===== src/rtl/sfd_pkg.sv =====
// Shared types, constants and arithmetic helpers for the stutter roll feedback delay.
package sfd_pkg;

	localparam int SMP_W  = 16;
	localparam int BEAT_W = 14;
	localparam int LVL_W  = 16;
	localparam int RATE_W = 18;
	localparam int GAIN_W = 17;   // 0..32768
	localparam int PROD_W = 34;   // sample x gain product
	localparam int LEN_W  = 23;   // beat*rate/1000 fits 23 bits

	localparam logic [RATE_W-1:0] RATE_RESET = 18'd48000;
	localparam logic [GAIN_W-1:0] FULL_Q15   = 17'd32768;
	localparam logic signed [SMP_W-1:0] FEEDBACK_Q15 = 16'sd31130;

	// floor(x/1000) = floor((x>>3)/125); reciprocal of 125 scaled by 2^32
	localparam logic [25:0] DIV125_MUL = 26'd34359738;
	localparam logic [6:0]  DIV125     = 7'd125;

	localparam int OFIFO_DEPTH = 16;
	localparam int OFIFO_AW    = $clog2(OFIFO_DEPTH);
	localparam int OFIFO_CW    = OFIFO_AW + 1;

	typedef logic signed [SMP_W-1:0]  sample_t;
	typedef logic signed [PROD_W-1:0] prod_t;

	typedef struct packed {
		sample_t left;
		sample_t right;
	} pair_t;

	typedef struct packed {
		pair_t             smp;
		logic              hold;
		logic              rise;
		logic [GAIN_W-1:0] wet;
		logic [GAIN_W-1:0] dry;
	} item_t;

	function automatic sample_t sat16(input logic signed [35:0] v);
		sample_t r;
		if (v > 36'sd32767) begin
			r = 16'sh7FFF;
		end else if (v < -36'sd32768) begin
			r = 16'sh8000;
		end else begin
			r = v[15:0];
		end
		return r;
	endfunction

	// input + round(0.95 * delayed), saturated
	function automatic sample_t fb_store(input sample_t in_s, input sample_t dly);
		logic signed [31:0] p;
		logic signed [16:0] f;
		logic signed [17:0] s;
		p = dly * FEEDBACK_Q15;
		p = p + 32'sd16384;
		f = p[31:15];
		s = 18'(in_s) + 18'(f);
		return sat16(36'(s));
	endfunction

	// round-half-up of (dry product + wet product) / 32768, saturated
	function automatic sample_t mix_round(input prod_t a, input prod_t b);
		logic signed [34:0] s;
		s = 35'(a) + 35'(b) + 35'sd16384;
		return sat16(36'($signed(s[34:15])));
	endfunction

endpackage


===== src/rtl/sfd_loop_len.sv =====
// Beat-to-samples pipeline: beat_ms*rate/1000, clamped to 1..depth-1, three stages.
module sfd_loop_len #(
	parameter int DELAY_DEPTH = 131072
) (
	input  logic                              clk,
	input  logic [sfd_pkg::BEAT_W-1:0]        beat,
	input  logic [sfd_pkg::RATE_W-1:0]        rate,
	output logic [$clog2(DELAY_DEPTH)-1:0]    delay
);
	import sfd_pkg::*;

	localparam int AW = $clog2(DELAY_DEPTH);
	localparam logic [LEN_W-1:0] LEN_MAX = LEN_W'(DELAY_DEPTH - 1);

	logic [31:0]      prod_s2;
	logic [28:0]      y_s3;
	logic [LEN_W-1:0] q0_s3;
	logic [LEN_W-1:0] q_s4;

	logic [54:0]      ym;
	logic [29:0]      back;
	logic [28:0]      rem;

	assign ym   = prod_s2[31:3] * DIV125_MUL;
	assign back = q0_s3 * DIV125;
	assign rem  = y_s3 - back[28:0];

	always_ff @(posedge clk) begin
		prod_s2 <= beat * rate;
		y_s3    <= prod_s2[31:3];
		q0_s3   <= ym[54:32];
		// estimate is low by at most one
		q_s4    <= (rem >= 29'(DIV125)) ? q0_s3 + 1'b1 : q0_s3;
	end

	always_comb begin
		if (q_s4 == '0) begin
			delay = AW'(1);
		end else if (q_s4 > LEN_MAX) begin
			delay = LEN_MAX[AW-1:0];
		end else begin
			delay = q_s4[AW-1:0];
		end
	end
endmodule


===== config.mk =====
export PLATFORM = sky130hd
export DESIGN_NAME = sfd_loop_len
export DESIGN_NICKNAME = d
export VERILOG_FILES = /design/src/rtl/sfd_pkg.sv /design/src/rtl/sfd_loop_len.sv
export SDC_FILE = /design/constraint.sdc
export NUM_CORES = 2
export LEC_CHECK = 0
export BUFFER_PORTS_ARGS = -buffer_cell sky130_fd_sc_hd__buf_2
export CAP_MARGIN = 15
export CORE_MARGIN = 2
export CORE_UTILIZATION = 30
export CTS_CLUSTER_DIAMETER = 150
export CTS_CLUSTER_SIZE = 40
export DETAILED_ROUTE_END_ITERATION = 10
export PLACE_DENSITY = 0.57
export SLEW_MARGIN = 0
export SYNTH_ARGS = -nofsm -noshare
export SYNTH_HDL_FRONTEND = slang
export SYNTH_SLANG_ARGS = --single-unit

===== constraint.sdc =====
create_clock -name clk -period 7.4 [get_ports clk]
set_clock_uncertainty 0.05 [all_clocks]
set_input_delay 1.11 -clock clk [delete_from_list [all_inputs] [get_ports clk]]
set_output_delay 1.11 -clock clk [all_outputs]
set_load 0.02 [all_outputs]

==> out/results.tsv <==
stage	metric	value	unit
status	outcome	finished clean	
critical_path	Critical Path Start Type	register	
synthesis	Seq/Total Area, Yosys	0.0771	
placed_design	Placer Congestion	0.887	
critical_path	Worst setup EP type	register	
sta	Peak Freq	146	MHz
placed_design	Post-DP Area	0.0290	sq mm
layout	diode count	0	
floorplan	Die ar.	0.0924	sq mm
synthesis	FFs w/ async S/R, synth	0	
clock_network	clock buffer depth	2	
floorplan	Die X	304	um
sta	endpoints failing hold	0	
floorplan	# IOs	50	
clock_network	Post-CTS Setup Bufs	0	
layout	final instance area	0.0293	sq mm
layout	area delta synth->final	8.42	%
sta	unrepaired setup endpoints after global routing	false	
sta	Worst Tran Pin Value	710	ps
layout	layout cell share with drive strength beyond 1	0.0567	
placed_design	hpwl dp	53900	um
critical_path	worst r2r path cells	23	
routing	antenna viol nets, final	0	
synthesis	Area contributors post-synth	fa_1, ha_1, inv_1, dfxtp_1, nand2_1	
critical_path	R2R setup slack	530	ps
min_path	hold depth	1	
routing	Pre-antenna DRT Iters	5	
critical_path	CP Class	reg2reg	
clock_network	Post-CTS Hold Buffers	0	
synthesis	Synth top area share	0.386	
layout	Layout Nets	3965	
sta	final setup vio count	0	
global_route	GRT busiest layer	met2	
clock_network	CTS tree	built	
synthesis	#FFs+latches synth	104	
job	max_cap viols	0	
routing	Vias	18000	
routing	vias per cell	4.38	
global_route	GR Overflow Total	0	
global_route	GRT Overall Usage	0.137	
sta	slew margin rel.	0.523	
clock_network	Post-CTS Resized	0	
critical_path	Reg-to-Reg End	q0_s3[15]	
global_route	number of global-route vias before repair	19500	
min_path	Hold Path Class	reg2reg	
sta	crit path time final	6870	ps
sta	Slew Viols, Final	0	
critical_path	Critical Path Fanout Max	8	
clock_network	H-tree depth	3	
routing	drt initial violations	647	
global_route	first-pass GRT wire length	102000	um
routing	Total Wirelength	60500	um
synthesis	Yosys Warn Count	0	
clock_network	CTS Buf Count	9	
routing	WL/cell	14.8	um
synthesis	mean post-synth cell area	9.45	sq um
min_path	Hold Path End	q_s4[22]	
synthesis	Cells after Synth	2856	
critical_path	R2R Path Start	prod_s2[29]	
global_route	GR Util met1	0.189	
clock_network	Root Driver	clkbuf_16	
sta	Final period util	0.928	
global_route	met2 Use GR	0.233	
clock_network	Worst-path clk slew	80	ps
synthesis	Net Count, Synth	3900	
synthesis	Distinct cells, synth	69	
synthesis	Syn Std Cell Area	0.0270	sq mm
floorplan	Std-Cell Rows	110	
clock_network	clk sinks	104	
synthesis	area leader, netlist	fa_1	
placed_design	IO buf count	49	
synthesis	Primary FF master, synth	dfxtp_1	
routing	drc violations	0	
sta	setup TNS	0	ps
synthesis	Post-synth top cells	inv_1, fa_1, ha_1	
floorplan	Core Box Area	0.0896	sq mm
critical_path	Arr. time, crit path	7100	ps
floorplan	Vert. Die Dim	304	um
synthesis	EDFF count, synth	0	
clock_network	clock latency on the worst-skew pair	390	ps
floorplan	initial core utilization	0.301	
global_route	largest net degree at the start of global routing	25	
synthesis	count leader, synth	inv_1	
global_route	initial antenna violation count	0	
global_route	GR Util met3	0.0116	
min_path	hold_sp	q0_s3[22]	
critical_path	CP Data Required Time	7630	ps
## final cells by class
cell class | count | area (sq um)
Fill cell | 9277 | 60300
Multi-Input combinational cell | 1840 | 21500
Inverter | 851 | 3190
Sequential cell | 104 | 2080
Tap cell | 1176 | 1470
Timing Repair Buffer | 115 | 741
Clock buffer | 9 | 225
Clock inverter | 7 | 97.6
## worst max path at each step
stage,slack [ps],to,depth (start not counted),from
6_report,530,q0_s3[15],23,prod_s2[29]
3_5_place_dp,160,prod_s2[31],24,beat[2]
5_1_grt,100,q0_s3[15],23,prod_s2[29]
3_3_place_gp,250,prod_s2[31],24,beat[2]
2_1_floorplan,450,prod_s2[31],24,beat[2]
4_1_cts,530,q0_s3[15],23,prod_s2[29]
## sequential cells by signal, summed over array words and instances (netlist names)
register	cells
prod_s2	29
q0_s3	23
y_s3	29
q_s4	23
## cells by family after synthesis
group,after synthesis,share of synthesized area
fa+ha+maj,1011,0.613
buf+inv,912,0.128
simple gates,523,0.100
compound gates,221,0.0532
flops,104,0.0771
xor+xnor,82,0.0271
mux,3,0.00116
## cell usage in the layout (no fill, tap or decap), types with 4 or more instances in the layout
master,netlist,routed
nand2_1,194,194
dfxtp_1,104,104
buf_4,1,66
and2_1,104,104
nor3_1,18,18
a21o_1,31,31
o21ai_0,41,41
buf_2,4,49
a211o_1,5,5
fa_1,520,520
a31oi_1,9,9
nor4_1,12,12
nand4_2,6,6
xnor2_1,65,65
ha_1,491,491
nor2b_1,13,13
clkbuf_16,0,9
o31ai_1,6,6
nand2b_1,11,11
or2_2,18,18
o21bai_1,7,7
o21ai_1,5,5
a211oi_1,5,5
o211ai_1,5,5
nand4_1,20,20
inv_1,851,851
nand3_1,36,36
o21a_1,16,16
o2111ai_1,6,6
and3_1,13,13
a21oi_1,57,57
nand3b_1,4,4
xor2_1,16,16
o22ai_1,4,4
nor2_1,51,51
## metal layers
| metal | share of wire | up-vias |
|---|---|---|
| li1 | - | 8754 |
| met1 | 0.48 | 8933 |
| met2 | 0.47 | 222 |
| met3 | 0.026 | 47 |
| met4 | 0.017 | 0 |
| met5 | 0 | - |
## critical path, cell delays in order, from the launching register on
cell and delay (ps):
dfxtp_1 600, ha_1 350, fa_1 500, ha_1 290, inv_1 50, fa_1 500, inv_1 60, fa_1 560
fa_1 430, fa_1 440, ha_1 300, nand3_1 120, nor4_1 330, nand4_1 160, nor3_1 320, nor4_1 110
buf_4 160, o31ai_1 430, a31oi_1 210, buf_4 180, a21boi_0 290, o21a_1 170, nor2_1 50, xnor2_1 110
## per-stage QoR
step	hold slack [ps]	setup WS [ps]	utilization	std cells
after floorplan	397	451	-	2856
after global placement	474	249	0.323	4086
after detailed placement	469	162	0.323	4086
after CTS	483	530	0.327	4102
after global routing	499	102	0.327	4102
final	477	529	0.327	4102
Power is not shown: default switching activity piles up to over one toggle a cycle in this logic, so the estimate is an artifact.
