$ cat config.mk
export PLATFORM = sky130hd
export DESIGN_NAME = sfd_out_fifo_flat
export DESIGN_NICKNAME = d
export VERILOG_FILES = /design/src/rtl/sfd_pkg.sv /design/src/rtl/sfd_out_if.sv /design/src/rtl/sfd_out_fifo.sv /design/src/flat_wrapper.sv
export SDC_FILE = /design/constraint.sdc
export NUM_CORES = 1
export LEC_CHECK = 0
export BUFFER_PORTS_ARGS = -buffer_cell sky130_fd_sc_hd__buf_2
export CORE_MARGIN = 8
export CORE_UTILIZATION = 56
export DETAILED_ROUTE_END_ITERATION = 16
export HOLD_SLACK_MARGIN = 0.12
export PLACE_DENSITY = 0.86
export REMOVE_ABC_BUFFERS = 1
export SLEW_MARGIN = 20
export SYNTH_ARGS = -nofsm -noshare
export SYNTH_HDL_FRONTEND = slang
export SYNTH_SLANG_ARGS = --single-unit
$ cat constraint.sdc
create_clock -name clk -period 2.4 [get_ports clk]
set_input_delay 0.12 -clock clk [delete_from_list [all_inputs] [get_ports clk]]
set_output_delay 0.12 -clock clk [all_outputs]
set_load 0.02 [all_outputs]
$ cat src/rtl/sfd_pkg.sv
// Shared types, constants and arithmetic helpers for the stutter roll feedback delay.
package sfd_pkg;

	localparam int SMP_W  = 16;
	localparam int BEAT_W = 14;
	localparam int LVL_W  = 16;
	localparam int RATE_W = 18;
	localparam int GAIN_W = 17;   // 0..32768
	localparam int PROD_W = 34;   // sample x gain product
	localparam int LEN_W  = 23;   // beat*rate/1000 fits 23 bits

	localparam logic [RATE_W-1:0] RATE_RESET = 18'd48000;
	localparam logic [GAIN_W-1:0] FULL_Q15   = 17'd32768;
	localparam logic signed [SMP_W-1:0] FEEDBACK_Q15 = 16'sd31130;

	// floor(x/1000) = floor((x>>3)/125); reciprocal of 125 scaled by 2^32
	localparam logic [25:0] DIV125_MUL = 26'd34359738;
	localparam logic [6:0]  DIV125     = 7'd125;

	localparam int OFIFO_DEPTH = 16;
	localparam int OFIFO_AW    = $clog2(OFIFO_DEPTH);
	localparam int OFIFO_CW    = OFIFO_AW + 1;

	typedef logic signed [SMP_W-1:0]  sample_t;
	typedef logic signed [PROD_W-1:0] prod_t;

	typedef struct packed {
		sample_t left;
		sample_t right;
	} pair_t;

	typedef struct packed {
		pair_t             smp;
		logic              hold;
		logic              rise;
		logic [GAIN_W-1:0] wet;
		logic [GAIN_W-1:0] dry;
	} item_t;

	function automatic sample_t sat16(input logic signed [35:0] v);
		sample_t r;
		if (v > 36'sd32767) begin
			r = 16'sh7FFF;
		end else if (v < -36'sd32768) begin
			r = 16'sh8000;
		end else begin
			r = v[15:0];
		end
		return r;
	endfunction

	// input + round(0.95 * delayed), saturated
	function automatic sample_t fb_store(input sample_t in_s, input sample_t dly);
		logic signed [31:0] p;
		logic signed [16:0] f;
		logic signed [17:0] s;
		p = dly * FEEDBACK_Q15;
		p = p + 32'sd16384;
		f = p[31:15];
		s = 18'(in_s) + 18'(f);
		return sat16(36'(s));
	endfunction

	// round-half-up of (dry product + wet product) / 32768, saturated
	function automatic sample_t mix_round(input prod_t a, input prod_t b);
		logic signed [34:0] s;
		s = 35'(a) + 35'(b) + 35'sd16384;
		return sat16(36'($signed(s[34:15])));
	endfunction

endpackage

$ cat src/rtl/sfd_out_if.sv
// Output sample channel: valid/ready plus one stereo result.
interface sfd_out_if;
	logic             valid;
	logic             ready;
	sfd_pkg::sample_t out_left;
	sfd_pkg::sample_t out_right;

	modport source (output valid, out_left, out_right, input ready);
	modport sink (input valid, out_left, out_right, output ready);
endinterface

$ cat src/rtl/sfd_out_fifo.sv
// Result queue between the pipeline and the output channel.
module sfd_out_fifo (
	input  logic            clk,
	input  logic            arst_n,
	input  logic            push,
	input  sfd_pkg::pair_t  push_data,
	sfd_out_if.source       out_ch
);
	import sfd_pkg::*;

	pair_t                 mem_q [OFIFO_DEPTH];
	logic [OFIFO_AW-1:0]   wr_ptr_q;
	logic [OFIFO_AW-1:0]   rd_ptr_q;
	logic [OFIFO_CW-1:0]   count_q;
	logic                  pop;

	assign out_ch.valid     = (count_q != '0);
	assign out_ch.out_left  = mem_q[rd_ptr_q].left;
	assign out_ch.out_right = mem_q[rd_ptr_q].right;
	assign pop              = out_ch.valid & out_ch.ready;

	always_ff @(posedge clk or negedge arst_n) begin
		if (!arst_n) begin
			wr_ptr_q <= '0;
			rd_ptr_q <= '0;
			count_q  <= '0;
		end else begin
			if (push) begin
				wr_ptr_q <= wr_ptr_q + 1'b1;
			end
			if (pop) begin
				rd_ptr_q <= rd_ptr_q + 1'b1;
			end
			unique case ({push, pop})
				2'b10:   count_q <= count_q + 1'b1;
				2'b01:   count_q <= count_q - 1'b1;
				default: count_q <= count_q;
			endcase
		end
	end

	always_ff @(posedge clk) begin
		if (push) begin
			mem_q[wr_ptr_q] <= push_data;
		end
	end
endmodule

$ cat src/flat_wrapper.sv
// flat-port wrapper written by rule: the top's interface ports become plain ports
module sfd_out_fifo_flat import sfd_pkg::*;
  (clk, arst_n, push, push_data, out_ch_valid, out_ch_out_left, out_ch_out_right, out_ch_ready);
  sfd_out_if out_ch_i ();
  input  logic clk;
  input  logic arst_n;
  input  logic push;
  input  sfd_pkg::pair_t push_data;
  output wire logic [$bits(out_ch_i.valid)-1:0] out_ch_valid;
  output wire logic [$bits(out_ch_i.out_left)-1:0] out_ch_out_left;
  output wire logic [$bits(out_ch_i.out_right)-1:0] out_ch_out_right;
  input wire logic [$bits(out_ch_i.ready)-1:0] out_ch_ready;
  assign out_ch_valid = out_ch_i.valid;
  assign out_ch_out_left = out_ch_i.out_left;
  assign out_ch_out_right = out_ch_i.out_right;
  assign out_ch_i.ready = out_ch_ready;
  sfd_out_fifo u_core (.clk(clk), .arst_n(arst_n), .push(push), .push_data(push_data), .out_ch(out_ch_i));
endmodule
==> summary.md <==
| Metric | Value |
|---|---|
| PortBufs | `68` |
| Cell depth of the worst hold path | `3` |
| Antenna-violating nets left | `0` |
| Ratio of cells with drive above 1 in the final layout | `about a third` |
| Multi-input logic area | `~0.005 sq mm` |
| Reg area | `0.01571 sq mm` |
| CTS tree | `done` |
| Placeable Area | `0.03626 sq mm` |
| Crit path launch type | `flip-flop` |
| Post-DP Area | `0.02169 sq mm` |
| Max-slew violations | `0` |
| Chip height | `206.9 microns` |
| Final HPWL DP | `22850 microns` |
| HP Start | `push` |
| Min Hold Slack | `0.4508 ns` |
| Asr flop ratio synth | `2.476%` |
| DRT Pass-1 Iters | `6` |
| Slowest cell on the critical path | `dfrtp_4` |
| Wirelength per Cell | `34.32 microns` |
| Critical path type | `flip-flop to output port` |
| Avg Cell Area, Syn | `20.20 sq um` |
| Placer Congestion | `roughly 0.77` |
| Max_slew headroom | `49.59%` |
| Final WL | `58210 microns` |
| Final instance area | `0.02535 sq mm` |
| R2R depth | `10` |
| Worst path required time | `2.28 ns` |
| CTS clk-pin slew, worst paths | `0.07 ns` |
| Initial antenna violation count | `1` |
| Gate Count Post-Synth | `1010` |
| WP buf/inv | `4` |
| Yosys reg bits | `525` |
| Dominant synthesized flop cell | `edfxtp_1` |
| Nets | `between 1000 and 1500` |
| Critical Path Sink Type | `output port` |
| Post-synth cell types | `30` |
| # fillers | `2016` |
| Area share of the largest cell type after synthesis | `between 70 and 80%` |
| PD cells | `between 1000 and 1500 mW/mm^2` |
| Max rail drop VDD | `0.8792 mV` |
| Reg-to-reg slack, setup | `0.10 ns` |
| Largest cells by area after synthesis | `edfxtp_1, mux4_2, mux2i_1` |
| H-tree levels | `2` |
| # rows | `70` |
| Vias post-DR | `11810` |
| CP cell instances | `buf_12 -> buf_12 -> buf_16 -> mux2i_1 -> a221oi_2 -> a22oi_1 -> nand2_1 -> buf_6` |
| Max frequency | `0.3568 GHz` |
| Crit Path Max Fanout | `7` |
| Vias in the first global route | `12140` |
| Count leader, synth | `edfxtp_1` |
| Tcrit/Tclk final | `116.8%` |
| Initial Util | `56.27%` |
| Area growth syn-to-layout | `24.25%` |
| Drc violations | `0` |
| Post-synth top cells | `edfxtp_1, mux2i_1, a221oi_1, mux4_2, nand2_1` |
| Setup Viol. Count Final | `32` |
| Worst reg2reg startpoint | `u_core.count_q[0]$_DFFE_PN0P_` |
| Tot GR Track Use | `25.34%` |
| Global-route wire length before repair | `~78000 microns` |
| Post-DR vias/cell | `6.962` |
| Grt total ovfl | `0` |
| Largest net degree at the start of global routing | `slightly below 50` |
| Final core utilization | `69.92%` |
| Synth Warn # | `0` |
| CTS Buf Count | `48` |
| CP max stage delay | `0.52 ns` |
| RSZ-0062 raised after global routing | `yes` |
| Final Hold Violating Endpoints | `0` |
| Clock skew | `0.01717 ns` |
| Run status | `finished, violations left` |
| Worst Tran Pin Value | `roughly 0.75 ns` |
| Clock Latency Late Sink | `0.57 ns` |
| Final min period | `2.803 ns` |
| Die area | `0.04280 sq mm` |
| Hold crit path type | `input pin to flip-flop` |
| EDFF count, synth | `512` |
| CP arrival | `2.68 ns` |
| LEAKAGE | `8.675 nW` |
| Failing checks | `negative setup slack` |
| Reg-to-Reg End | `u_core.count_q[4]$_DFFE_PN0P_` |
| Max-capacitance violation count | `0` |
| Die Span X | `206.9 microns` |
| Critical Path Most Common Cell | `buf_12` |
| Syn Std Cell Area | `0.02040 sq mm` |
| Crit path setup slack, layout | `-0.4029 ns` |
| Leading area contributor after synthesis | `edfxtp_1` |
| 1st-iter DRT viols | `1615` |
| I/O pin count | `69` |
| Setup TNS | `-7.102 ns` |
| Sink Count | `525` |
| Worst hold path endpoint | `u_core.wr_ptr_q[0]$_DFFE_PN0P_` |
| Clk buf depth | `3` |
| Sequential area share after synthesis | `76.95%` |
| CTS root buffer | `clkbuf_16` |
| Family with the most delay on the worst path | `buffers and inverters` |
## cells by family after synthesis
group / share of synthesized area (%)
buffers and inverters: 2.018
multiplexers: 13.44
XOR/XNOR: 0.4292
AND/OR/NAND/NOR: 1.601
flip-flops: 76.95
AO/OA/AOI/OAI: 4.918
adder cells (fa/ha/maj): 0.6500
## registers in the layout (all words and copies together) (netlist names)
name and cells:
u_core.count_q 5, u_core.mem_q 512, u_core.rd_ptr_q 4, u_core.wr_ptr_q 4
## cells in the final DEF, fill, tap and decap left out, types with 6 or more instances in the layout
master,Yosys,routed
dlygate4sd3_1,0,36
and2_2,0,10
a22oi_1,32,17
o21ai_1,0,17
inv_1,9,8
buf_12,0,24
buf_16,0,14
buf_4,0,31
mux2i_1,128,109
ha_1,9,7
bufinv_16,0,8
nand2_1,39,32
buf_6,19,31
nand2_2,0,7
a221oi_4,0,13
a221oi_2,0,51
buf_8,0,6
mux4_2,62,64
o21ai_0,37,19
buf_2,17,39
a22oi_2,0,15
clkinv_2,0,9
edfxtp_1,512,512
dfrtp_1,13,10
clkbuf_16,0,53
xnor2_1,6,6
mux2i_2,0,14
clkinv_1,0,10
## worst max path at each step
stage,cells after the start,from,slack (ns),endpoint
detailed placement,10,u_core.count_q[0]$_DFFE_PN0P_,-0.21,u_core.count_q[4]$_DFFE_PN0P_
CTS,7,u_core.rd_ptr_q[0]$_DFFE_PN0N_,-0.18,out_ch_out_right[5]
global placement,10,u_core.count_q[0]$_DFFE_PN0P_,-0.09,u_core.count_q[4]$_DFFE_PN0P_
global route,8,u_core.rd_ptr_q[0]$_DFFE_PN0N_,-0.40,out_ch_out_left[13]
finish,8,u_core.rd_ptr_q[0]$_DFFE_PN0N_,-0.40,out_ch_out_left[13]
floorplan,3,u_core.rd_ptr_q[0]$_DFFE_PN0N_,-5.58,out_ch_out_right[13]
## layer usage
metal / part of all wire, % / GRT usage (%) / wire length, microns
met3: 12 / 5.540 / 6836
met4: 4.2 / 10.13 / 2462
met2: 49 / 43.30 / 28770
met5: 0 / 0 / 0
met1: 35 / 31.38 / 20140
## through the flow
stage / instances / power (mW) / worst slack, ns
global route: 1696 / 34.24 / -0.4002
floorplan: 953 / 16.31 / -5.580
CTS: 1684 / 31.42 / -0.1756
finish: 1696 / 33.45 / -0.4029
detailed placement: 1540 / 20.81 / -0.2051
global placement: 1540 / 20.49 / -0.09324
## where the power goes
group	internal [mW]	switching, mW	total, mW
sequential	11.1	0.474	11.5
combinational	6.02	7.62	13.6
clock	4.74	3.52	8.26
## tightest hold or removal path, cell delays in order
cell and delay [ns]:
dlygate4sd3_1 0.52, buf_2 0.23, xor2_1 0.10
## timing repair
item / in CTS / in global routing
gates cloned: 10 / 4
hold buffers: 36 / 0
buffers inserted: 11 / 7
gates resized for setup: 154 / 89
pin swaps: 39 / 64
setup endpoints to repair: 33 / 33
hold endpoints to repair: 535 / 0
## area by class of cell
| class | count | area share, % |
|---|---|---|
| flip-flops and latches | 525 | 61.96 |
| multi-input cells | 419 | 20.25 |
| repair buffers | 187 | 8.810 |
| clock buffers | 57 | 5.152 |
| well taps | 468 | 2.310 |
| clock inverters | 30 | 1.372 |
| inverters | 9 | 0.1333 |
| diodes | 1 | 0.009871 |
Power figures use the tool's default switching activity.
